## src/design/md5_pkg.sv

```systemverilog
// ----------------------------------------------------------------------------
// md5 package
// shared types, round constants, rotate amounts and word-index function
// ----------------------------------------------------------------------------
package md5_pkg;

    localparam logic [31:0] INIT_A = 32'h67452301;
    localparam logic [31:0] INIT_B = 32'hefcdab89;
    localparam logic [31:0] INIT_C = 32'h98badcfe;
    localparam logic [31:0] INIT_D = 32'h10325476;
    localparam logic [7:0]  PAD_BYTE = 8'h80;
    localparam logic [5:0]  LEN_POS = 6'd56;

    typedef logic [31:0] word_t;

    typedef struct packed {
        logic       start;
        logic       busy;
    } cmp_ctl_t;

    function automatic word_t step_const(input logic [5:0] i);
        word_t k;
        case (i)
            6'd0: k = 32'hd76aa478; 6'd1: k = 32'he8c7b756; 6'd2: k = 32'h242070db;
            6'd3: k = 32'hc1bdceee; 6'd4: k = 32'hf57c0faf; 6'd5: k = 32'h4787c62a;
            6'd6: k = 32'ha8304613; 6'd7: k = 32'hfd469501; 6'd8: k = 32'h698098d8;
            6'd9: k = 32'h8b44f7af; 6'd10: k = 32'hffff5bb1; 6'd11: k = 32'h895cd7be;
            6'd12: k = 32'h6b901122; 6'd13: k = 32'hfd987193; 6'd14: k = 32'ha679438e;
            6'd15: k = 32'h49b40821; 6'd16: k = 32'hf61e2562; 6'd17: k = 32'hc040b340;
            6'd18: k = 32'h265e5a51; 6'd19: k = 32'he9b6c7aa; 6'd20: k = 32'hd62f105d;
            6'd21: k = 32'h02441453; 6'd22: k = 32'hd8a1e681; 6'd23: k = 32'he7d3fbc8;
            6'd24: k = 32'h21e1cde6; 6'd25: k = 32'hc33707d6; 6'd26: k = 32'hf4d50d87;
            6'd27: k = 32'h455a14ed; 6'd28: k = 32'ha9e3e905; 6'd29: k = 32'hfcefa3f8;
            6'd30: k = 32'h676f02d9; 6'd31: k = 32'h8d2a4c8a; 6'd32: k = 32'hfffa3942;
            6'd33: k = 32'h8771f681; 6'd34: k = 32'h6d9d6122; 6'd35: k = 32'hfde5380c;
            6'd36: k = 32'ha4beea44; 6'd37: k = 32'h4bdecfa9; 6'd38: k = 32'hf6bb4b60;
            6'd39: k = 32'hbebfbc70; 6'd40: k = 32'h289b7ec6; 6'd41: k = 32'heaa127fa;
            6'd42: k = 32'hd4ef3085; 6'd43: k = 32'h04881d05; 6'd44: k = 32'hd9d4d039;
            6'd45: k = 32'he6db99e5; 6'd46: k = 32'h1fa27cf8; 6'd47: k = 32'hc4ac5665;
            6'd48: k = 32'hf4292244; 6'd49: k = 32'h432aff97; 6'd50: k = 32'hab9423a7;
            6'd51: k = 32'hfc93a039; 6'd52: k = 32'h655b59c3; 6'd53: k = 32'h8f0ccc92;
            6'd54: k = 32'hffeff47d; 6'd55: k = 32'h85845dd1; 6'd56: k = 32'h6fa87e4f;
            6'd57: k = 32'hfe2ce6e0; 6'd58: k = 32'ha3014314; 6'd59: k = 32'h4e0811a1;
            6'd60: k = 32'hf7537e82; 6'd61: k = 32'hbd3af235; 6'd62: k = 32'h2ad7d2bb;
            default: k = 32'heb86d391;
        endcase
        return k;
    endfunction

    function automatic logic [4:0] rot_amount(input logic [5:0] i);
        logic [4:0] s;
        case ({i[5:4], i[1:0]})
            4'd0: s = 5'd7;  4'd1: s = 5'd12; 4'd2: s = 5'd17; 4'd3: s = 5'd22;
            4'd4: s = 5'd5;  4'd5: s = 5'd9;  4'd6: s = 5'd14; 4'd7: s = 5'd20;
            4'd8: s = 5'd4;  4'd9: s = 5'd11; 4'd10: s = 5'd16; 4'd11: s = 5'd23;
            4'd12: s = 5'd6; 4'd13: s = 5'd10; 4'd14: s = 5'd15; default: s = 5'd21;
        endcase
        return s;
    endfunction

    function automatic logic [3:0] word_index(input logic [5:0] i);
        logic [3:0] g;
        logic [3:0] n;
        n = i[3:0];
        case (i[5:4])
            2'd0: g = n;
            2'd1: g = 4'((n << 2) + n + 4'd1);
            2'd2: g = 4'((n << 1) + n + 4'd5);
            default: g = 4'((n << 3) - n);
        endcase
        return g;
    endfunction

endpackage

```

## src/design/md5_ram.sv

```systemverilog
// ----------------------------------------------------------------------------
// md5 ram
// generic single-port write, single-port read ram with registered read
// ----------------------------------------------------------------------------
module md5_ram #(
    parameter int WIDTH = 8,
    parameter int DEPTH = 64
) (
    input  logic                     clk,
    input  logic                     wr_en,
    input  logic [$clog2(DEPTH)-1:0] wr_addr,
    input  logic [WIDTH-1:0]         wr_data,
    input  logic [$clog2(DEPTH)-1:0] rd_addr,
    output logic [WIDTH-1:0]         rd_data
);
    logic [WIDTH-1:0] mem [DEPTH];

    always_ff @(posedge clk)
    begin
        if (wr_en)
        begin
            mem[wr_addr] <= wr_data;
        end
        rd_data <= mem[rd_addr];
    end
endmodule

```

## src/design/md5_round.sv

```systemverilog
// ----------------------------------------------------------------------------
// md5 round unit
// one md5 step per cycle while busy, on the a..d working registers, chain add at the end
// ----------------------------------------------------------------------------
module md5_step_unit (
    input  logic                clk,
    input  logic                rst_n,
    input  md5_pkg::cmp_ctl_t   ctl,
    input  logic [5:0]          step,
    input  md5_pkg::word_t      msg_word,
    input  logic                finish,
    input  logic                reinit,
    output md5_pkg::word_t      chain [4]
);
    import md5_pkg::*;

    word_t a_reg, b_reg, c_reg, d_reg;
    word_t chain_reg [4];
    word_t f_val, sum_val, rot_val;
    logic [4:0] s_val;

    always_comb
    begin
        case (step[5:4])
            2'd0: f_val = (b_reg & c_reg) | (~b_reg & d_reg);
            2'd1: f_val = (b_reg & d_reg) | (c_reg & ~d_reg);
            2'd2: f_val = b_reg ^ c_reg ^ d_reg;
            default: f_val = c_reg ^ (b_reg | ~d_reg);
        endcase
        sum_val = a_reg + f_val + step_const(step) + msg_word;
        s_val = rot_amount(step);
        rot_val = (sum_val << s_val) | (sum_val >> (6'd32 - {1'b0, s_val}));
    end

    always_ff @(posedge clk or negedge rst_n)
    begin
        if (!rst_n)
        begin
            chain_reg[0] <= INIT_A;
            chain_reg[1] <= INIT_B;
            chain_reg[2] <= INIT_C;
            chain_reg[3] <= INIT_D;
        end
        else if (reinit)
        begin
            chain_reg[0] <= INIT_A;
            chain_reg[1] <= INIT_B;
            chain_reg[2] <= INIT_C;
            chain_reg[3] <= INIT_D;
        end
        else if (finish)
        begin
            chain_reg[0] <= chain_reg[0] + a_reg;
            chain_reg[1] <= chain_reg[1] + b_reg;
            chain_reg[2] <= chain_reg[2] + c_reg;
            chain_reg[3] <= chain_reg[3] + d_reg;
        end
    end

    always_ff @(posedge clk)
    begin
        if (ctl.start)
        begin
            a_reg <= chain_reg[0];
            b_reg <= chain_reg[1];
            c_reg <= chain_reg[2];
            d_reg <= chain_reg[3];
        end
        else if (ctl.busy)
        begin
            a_reg <= d_reg;
            b_reg <= b_reg + rot_val;
            c_reg <= b_reg;
            d_reg <= c_reg;
        end
    end

    assign chain = chain_reg;
endmodule

```

## src/design/md5_message_digest.sv

```systemverilog
// ----------------------------------------------------------------------------
// md5 message digest
// byte-serial md5: 64-byte block ram, one round per cycle compression
// ----------------------------------------------------------------------------
// input: a byte is taken whenever the block is idle; a byte filling the block holds the input off
//   while the block is read into the message words, run through the rounds and chain-added
// end of message: padding writes 1 byte per cycle to the block end, then compression;
//   a second padded block follows when the bit count does not fit behind the marker
// throughput: one word at a time, input ready again in the cycle the digest appears
// reset: chaining words to md5 initial values, bit count zero, block ram not cleared
module md5_message_digest (
    input  logic        clk,
    input  logic        rst_n,
    input  logic [7:0]  data_byte,
    input  logic        has_byte,
    input  logic        end_of_message,
    input  logic        in_valid,
    output logic        in_ready,
    output logic [63:0] digest_high,
    output logic [63:0] digest_low,
    output logic        out_valid,
    input  logic        out_ready
);
    import md5_pkg::*;

    typedef enum logic [2:0] {
        S_IDLE, S_LOAD, S_ROUND, S_ADD, S_PAD, S_DONE
    } state_t;

    state_t      state_reg;
    logic [63:0] len_reg;
    logic [63:0] fin_len_reg;
    logic        ending_reg;
    logic        len_here_reg;
    logic        marker_done_reg;
    logic        last_reg;
    logic [5:0]  pad_pos_reg;
    logic [6:0]  cnt_reg;
    word_t       w_reg [16];
    logic        out_valid_reg;
    logic [63:0] hi_reg, lo_reg;

    logic        wr_en;
    logic [5:0]  wr_addr, rd_addr;
    logic [7:0]  wr_data, rd_data;
    cmp_ctl_t    ctl;
    logic        finish, reinit;
    word_t       chain [4];
    logic        acc;
    logic [5:0]  step;
    logic [5:0]  ld_byte;
    logic [63:0] len_next;
    logic        marker_now;

    md5_ram #(.WIDTH(8), .DEPTH(64)) u_ram (
        .clk(clk), .wr_en(wr_en), .wr_addr(wr_addr), .wr_data(wr_data),
        .rd_addr(rd_addr), .rd_data(rd_data)
    );

    assign step = cnt_reg[5:0];
    md5_step_unit u_round (
        .clk(clk), .rst_n(rst_n), .ctl(ctl), .step(step),
        .msg_word(w_reg[word_index(step)]), .finish(finish), .reinit(reinit),
        .chain(chain)
    );

    assign in_ready = (state_reg == S_IDLE);
    assign acc = in_valid && in_ready;
    assign rd_addr = cnt_reg[5:0];
    assign ld_byte = 6'(cnt_reg - 7'd1);
    assign len_next = has_byte ? len_reg + 64'd8 : len_reg;
    assign marker_now = (pad_pos_reg == fin_len_reg[8:3]) && !marker_done_reg;

    always_comb
    begin
        wr_en = 1'b0;
        wr_addr = len_reg[8:3];
        wr_data = data_byte;
        if (acc && has_byte)
        begin
            wr_en = 1'b1;
        end
        else if (state_reg == S_PAD)
        begin
            wr_en = 1'b1;
            wr_addr = pad_pos_reg;
            if (len_here_reg && pad_pos_reg >= LEN_POS)
                wr_data = fin_len_reg[{pad_pos_reg[2:0], 3'b000} +: 8];
            else if (marker_now)
                wr_data = PAD_BYTE;
            else
                wr_data = 8'h00;
        end
    end

    assign ctl = '{start: (state_reg == S_LOAD) && (cnt_reg == 7'd64),
                   busy: (state_reg == S_ROUND)};
    assign finish    = (state_reg == S_ADD);
    assign reinit    = (state_reg == S_DONE) && !out_valid_reg;

    always_ff @(posedge clk or negedge rst_n)
    begin
        if (!rst_n)
        begin
            state_reg <= S_IDLE;
            len_reg <= '0;
            fin_len_reg <= '0;
            ending_reg <= 1'b0;
            len_here_reg <= 1'b0;
            marker_done_reg <= 1'b0;
            last_reg <= 1'b0;
            pad_pos_reg <= '0;
            cnt_reg <= '0;
            out_valid_reg <= 1'b0;
            hi_reg <= '0;
            lo_reg <= '0;
        end
        else
        begin
            if (out_valid_reg && out_ready)
                out_valid_reg <= 1'b0;
            case (state_reg)
                S_IDLE:
                begin
                    if (acc)
                    begin
                        len_reg <= len_next;
                        fin_len_reg <= len_next;
                        ending_reg <= end_of_message;
                        if (has_byte && len_reg[8:3] == 6'd63)
                        begin
                            state_reg <= S_LOAD;
                            cnt_reg <= '0;
                        end
                        else if (end_of_message)
                        begin
                            state_reg <= S_PAD;
                            pad_pos_reg <= len_next[8:3];
                            len_here_reg <= (len_next[8:3] < LEN_POS);
                        end
                    end
                end
                S_LOAD:
                begin
                    if (cnt_reg == 7'd64)
                    begin
                        state_reg <= S_ROUND;
                        cnt_reg <= '0;
                    end
                    else
                        cnt_reg <= cnt_reg + 7'd1;
                end
                S_ROUND:
                begin
                    if (cnt_reg == 7'd63)
                        state_reg <= S_ADD;
                    cnt_reg <= cnt_reg + 7'd1;
                end
                S_ADD:
                begin
                    if (!ending_reg)
                        state_reg <= S_IDLE;
                    else if (last_reg)
                        state_reg <= S_DONE;
                    else
                    begin
                        state_reg <= S_PAD;
                        pad_pos_reg <= '0;
                        len_here_reg <= 1'b1;
                    end
                end
                S_PAD:
                begin
                    pad_pos_reg <= pad_pos_reg + 6'd1;
                    if (marker_now)
                        marker_done_reg <= 1'b1;
                    if (pad_pos_reg == 6'd63)
                    begin
                        state_reg <= S_LOAD;
                        last_reg <= len_here_reg;
                        cnt_reg <= '0;
                    end
                end
                S_DONE:
                begin
                    if (!out_valid_reg)
                    begin
                        out_valid_reg <= 1'b1;
                        for (int k = 0; k < 8; k++)
                        begin
                            hi_reg[63 - 8 * k -: 8] <= chain[k >> 2][8 * (k & 3) +: 8];
                            lo_reg[63 - 8 * k -: 8] <= chain[2 + (k >> 2)][8 * (k & 3) +: 8];
                        end
                        len_reg <= '0;
                        ending_reg <= 1'b0;
                        marker_done_reg <= 1'b0;
                        last_reg <= 1'b0;
                        state_reg <= S_IDLE;
                    end
                end
                default: state_reg <= S_IDLE;
            endcase
        end
    end

    // byte cnt-1 arrives from the ram in load cycle cnt
    always_ff @(posedge clk)
    begin
        if (state_reg == S_LOAD && cnt_reg != 7'd0)
        begin
            w_reg[ld_byte[5:2]][{ld_byte[1:0], 3'b000} +: 8] <= rd_data;
        end
    end

    assign out_valid = out_valid_reg;
    assign digest_high = hi_reg;
    assign digest_low = lo_reg;
endmodule

```

## config.mk

```make
export PLATFORM = sky130hd
export DESIGN_NAME = md5_message_digest
export DESIGN_NICKNAME = d
export VERILOG_FILES = /design/src/design/md5_pkg.sv /design/src/design/md5_ram.sv /design/src/design/md5_round.sv /design/src/design/md5_message_digest.sv
export SDC_FILE = /design/constraint.sdc
export NUM_CORES = 2
export LEC_CHECK = 0
export CAP_MARGIN = 20
export CELL_PAD_IN_SITES_DETAIL_PLACEMENT = 1
export CELL_PAD_IN_SITES_GLOBAL_PLACEMENT = 2
export CORE_MARGIN = 2
export CORE_UTILIZATION = 44
export CTS_CLUSTER_SIZE = 8
export DETAILED_ROUTE_END_ITERATION = 6
export DONT_BUFFER_PORTS = 1
export PLACE_DENSITY = 0.77
export SYNTH_ARGS = -nofsm -noshare
export SYNTH_HDL_FRONTEND = slang
export SYNTH_SLANG_ARGS = --single-unit
```

## constraint.sdc

```tcl
create_clock -name clk -period 15.9 [get_ports clk]
set_input_delay 0.795 -clock clk [delete_from_list [all_inputs] [get_ports clk]]
set_output_delay 0.795 -clock clk [all_outputs]
set_load 0.02 [all_outputs]
```

==> qor.yml <==
worst_hold_slack_ns: 0.147
vias: 58300
drt_pass1_iterations: 6
pwr_density_cell_nw_per_um2: 95.1
tns_ns: 0
ir_worst_vdd_mv: 0.145
switching_share_pct: 21.0
worstSkewPairLatency_ns: 0.88
wirelength_microns: 278000
met2_usage_pct: 46.6
cts_sinks: 1559
clk_path_buf_depth: 3
cp_slowest_cell: "a2111oi_0"
finalClockSkew_ns: 0.0611
drc: 0
leakage_nw: 31.3
mostFrequentLayoutCells: "nand2_1, edfxtp_1, o21ai_0"
cts-htree-levels: 4
first_iter_violations: 5569
critPathBufInv: 3
post-route-min-period_ns: 12.66
tightest_slew_ns: 1.13
grt-busiest-layer: "met2"
setup_viol: 0
die_h_microns: 435
grt_overflow: 0
pwr-share-clk_pct: 49.5
slew_headroom_pct: 24.1
synth_edf_count: 1152
ys_types: 99
synth_nets: 7292
comb_power_share_pct: 0.3
synthCells: 6994
timing.final.hold_violations: 0
grt_max_degree: 336
start_kind: "register"
areaGrowthSynthToFinish_pct: 10.9
nets: 7227
hp-class: "in -> reg"
grt_pass1_vias: 60100
syn_area_sq_um: 81800
postSynthAreaPerCell_sq_um: 11.7
hpwl_microns: 191000
die_w_microns: 435
drt-wirelength-per-cell_microns: 29.2
end_kind: "register"
cts_hold_buf: 4
period_share_pct: 79.6
drive_above_1_share_pct: 12.3
die_area_sq_um: 189000
via_per_inst: 6.11
rsz0062_at_grt: "false"
clk_pin_slew_ns: 0.05
synthFlopType: "edfxtp_1"
cts_tree: "built"
port_buffers: 0
globalplace.congestion: 0.948
grt_util_met3_pct: 4.18
async_reset_ff_share_pct: 25.6
cp_top_family: "compound AO/OA/AOI/OAI gates"
met1_usage_pct: 40.7
post_cts_resized: 0
postRouteAntennaNets: 0
grt_pass1_wl_microns: 412000
cts_root_buf: "clkbuf_16"
layout_commonest_cell: "nand2_1"
cp_data_required_time_ns: 16.45
power.switching_mw: 1.81
p_seq_share_pct: 50.2
critPathKind: "reg -> reg"
post_cts_buffers: 0
drv_slew: 0
ys_seq_elements: 1559
fin_total_pwr_mw: 8.63
max_clock_freq_mhz: 79.0
internal-power_mw: 6.82
antenna_found_initial: 12
rows: 158
core_sq_um: 185000
initial_utilization_pct: 44.2
arrival_ns: 13.21
status: "completed"
numCtsBuffers: 214
seq_area_frac_synth_pct: 54.8
ios: 144
ys_warn_count: 0
grt_usage_pct: 29.1
critPathMaxFanout: 74
cap_violations: 0
slowest_delay_ns: 0.93
rrSetupSlack_ns: 3.24
## path summary, 6_finish.rpt
path | start | end | cells after the start
worst max-delay path | cnt_reg[1] | u_round.b_reg[30] | 38
worst min-delay path | has_byte | len_reg[3] | 2
worst max register to register | cnt_reg[1] | u_round.b_reg[30] | 38
worst min register to register | fin_len_reg[54] | fin_len_reg[54] | 2
max in group asynchronous | rst_n | digest_high[27] | 4
min in group asynchronous | rst_n | u_round.chain[96] | 1
## layer usage
metal	vias up	wire, microns
met5	-	48
met1	30200	121000
met4	6	10200
li1	25700	-
met3	453	16100
met2	1928	131000
## cell families (layout without fill, tap and decap cells)
kind of cell	after synthesis	count (layout)	synth area share, %
DFF	1559	1559	54.8
buffers and inverters	630	689	2.97
adders and majority gates	314	314	5.33
AOI/OAI and AO/OA	1521	1521	11.6
other	0	4	0
muxes	532	532	11.0
xor gates and xnor gates	266	266	2.89
and+or+nand+nor	2172	2172	11.4
## Yosys cell counts, types with 11 or more instances
library cell,count,area share [%]
fa_1,68,1.7
o31ai_1,55,0.50
a311oi_1,23,0.25
a22oi_1,13,0.12
edfxtp_1,1152,42
xor2_1,125,1.3
o221ai_1,12,0.13
nand2_1,1191,5.5
dfstp_2,64,2.1
nand3_1,127,0.78
mux2_2,53,0.73
a31oi_1,114,0.87
o21a_1,28,0.26
and3_1,48,0.37
dfrtp_1,335,10
o21bai_1,17,0.16
inv_1,226,1.0
a211oi_1,44,0.40
a21o_1,87,0.80
ha_1,216,3.3
a21boi_0,11,0.10
nor4_1,11,0.084
buf_1,74,0.34
nor2b_1,36,0.28
a211o_1,13,0.14
xnor2_1,138,1.5
maj3_1,30,0.37
mux4_2,288,7.9
clkbuf_1,296,1.4
or3_1,26,0.20
o221a_2,29,0.40
a21oi_1,359,2.2
o211ai_1,70,0.64
buf_2,15,0.092
mux2i_1,190,2.3
nor2_1,446,2.0
nor3_1,95,0.58
a31o_2,17,0.18
o21ai_0,497,3.0
nand4_1,29,0.22
nand2b_1,38,0.29
o22ai_1,11,0.084
and2_1,67,0.51
## through the flow
stage / cells / instance area (sq um) / setup WS (ns) / util (%)
4_1_cts: 9524 / 90600 / 3.42 / 49.0
3_3_place_gp: 9178 / 84400 / 3.80 / 45.6
6_report: 9537 / 90800 / 3.24 / 49.0
2_1_floorplan: 6994 / 81800 / 5.42 / -
3_5_place_dp: 9180 / 84500 / 3.54 / 45.6
5_1_grt: 9535 / 90800 / 2.45 / 49.0
## final cells by class
cell class	instances	area (sq um)
timing repair buffer	115	1020
antenna	4	10.0
multi-input combinational	4805	34800
tap	2480	3100
inverter	234	878
sequential	1559	44800
fill	19200	94300
clock buffer	325	5800
clock inverter	15	289
## power groups by stage
stage,Clock (mW),Combinational (mW),Sequential (mW)
floorplan,0,0.000809,4.41
global route,4.49,0.0313,4.33
finish,4.27,0.0276,4.33
global placement,0,0.000562,4.41
CTS,4.34,0.0277,4.33
detailed placement,0,0.000545,4.41
Power figures use the tool's default switching activity.
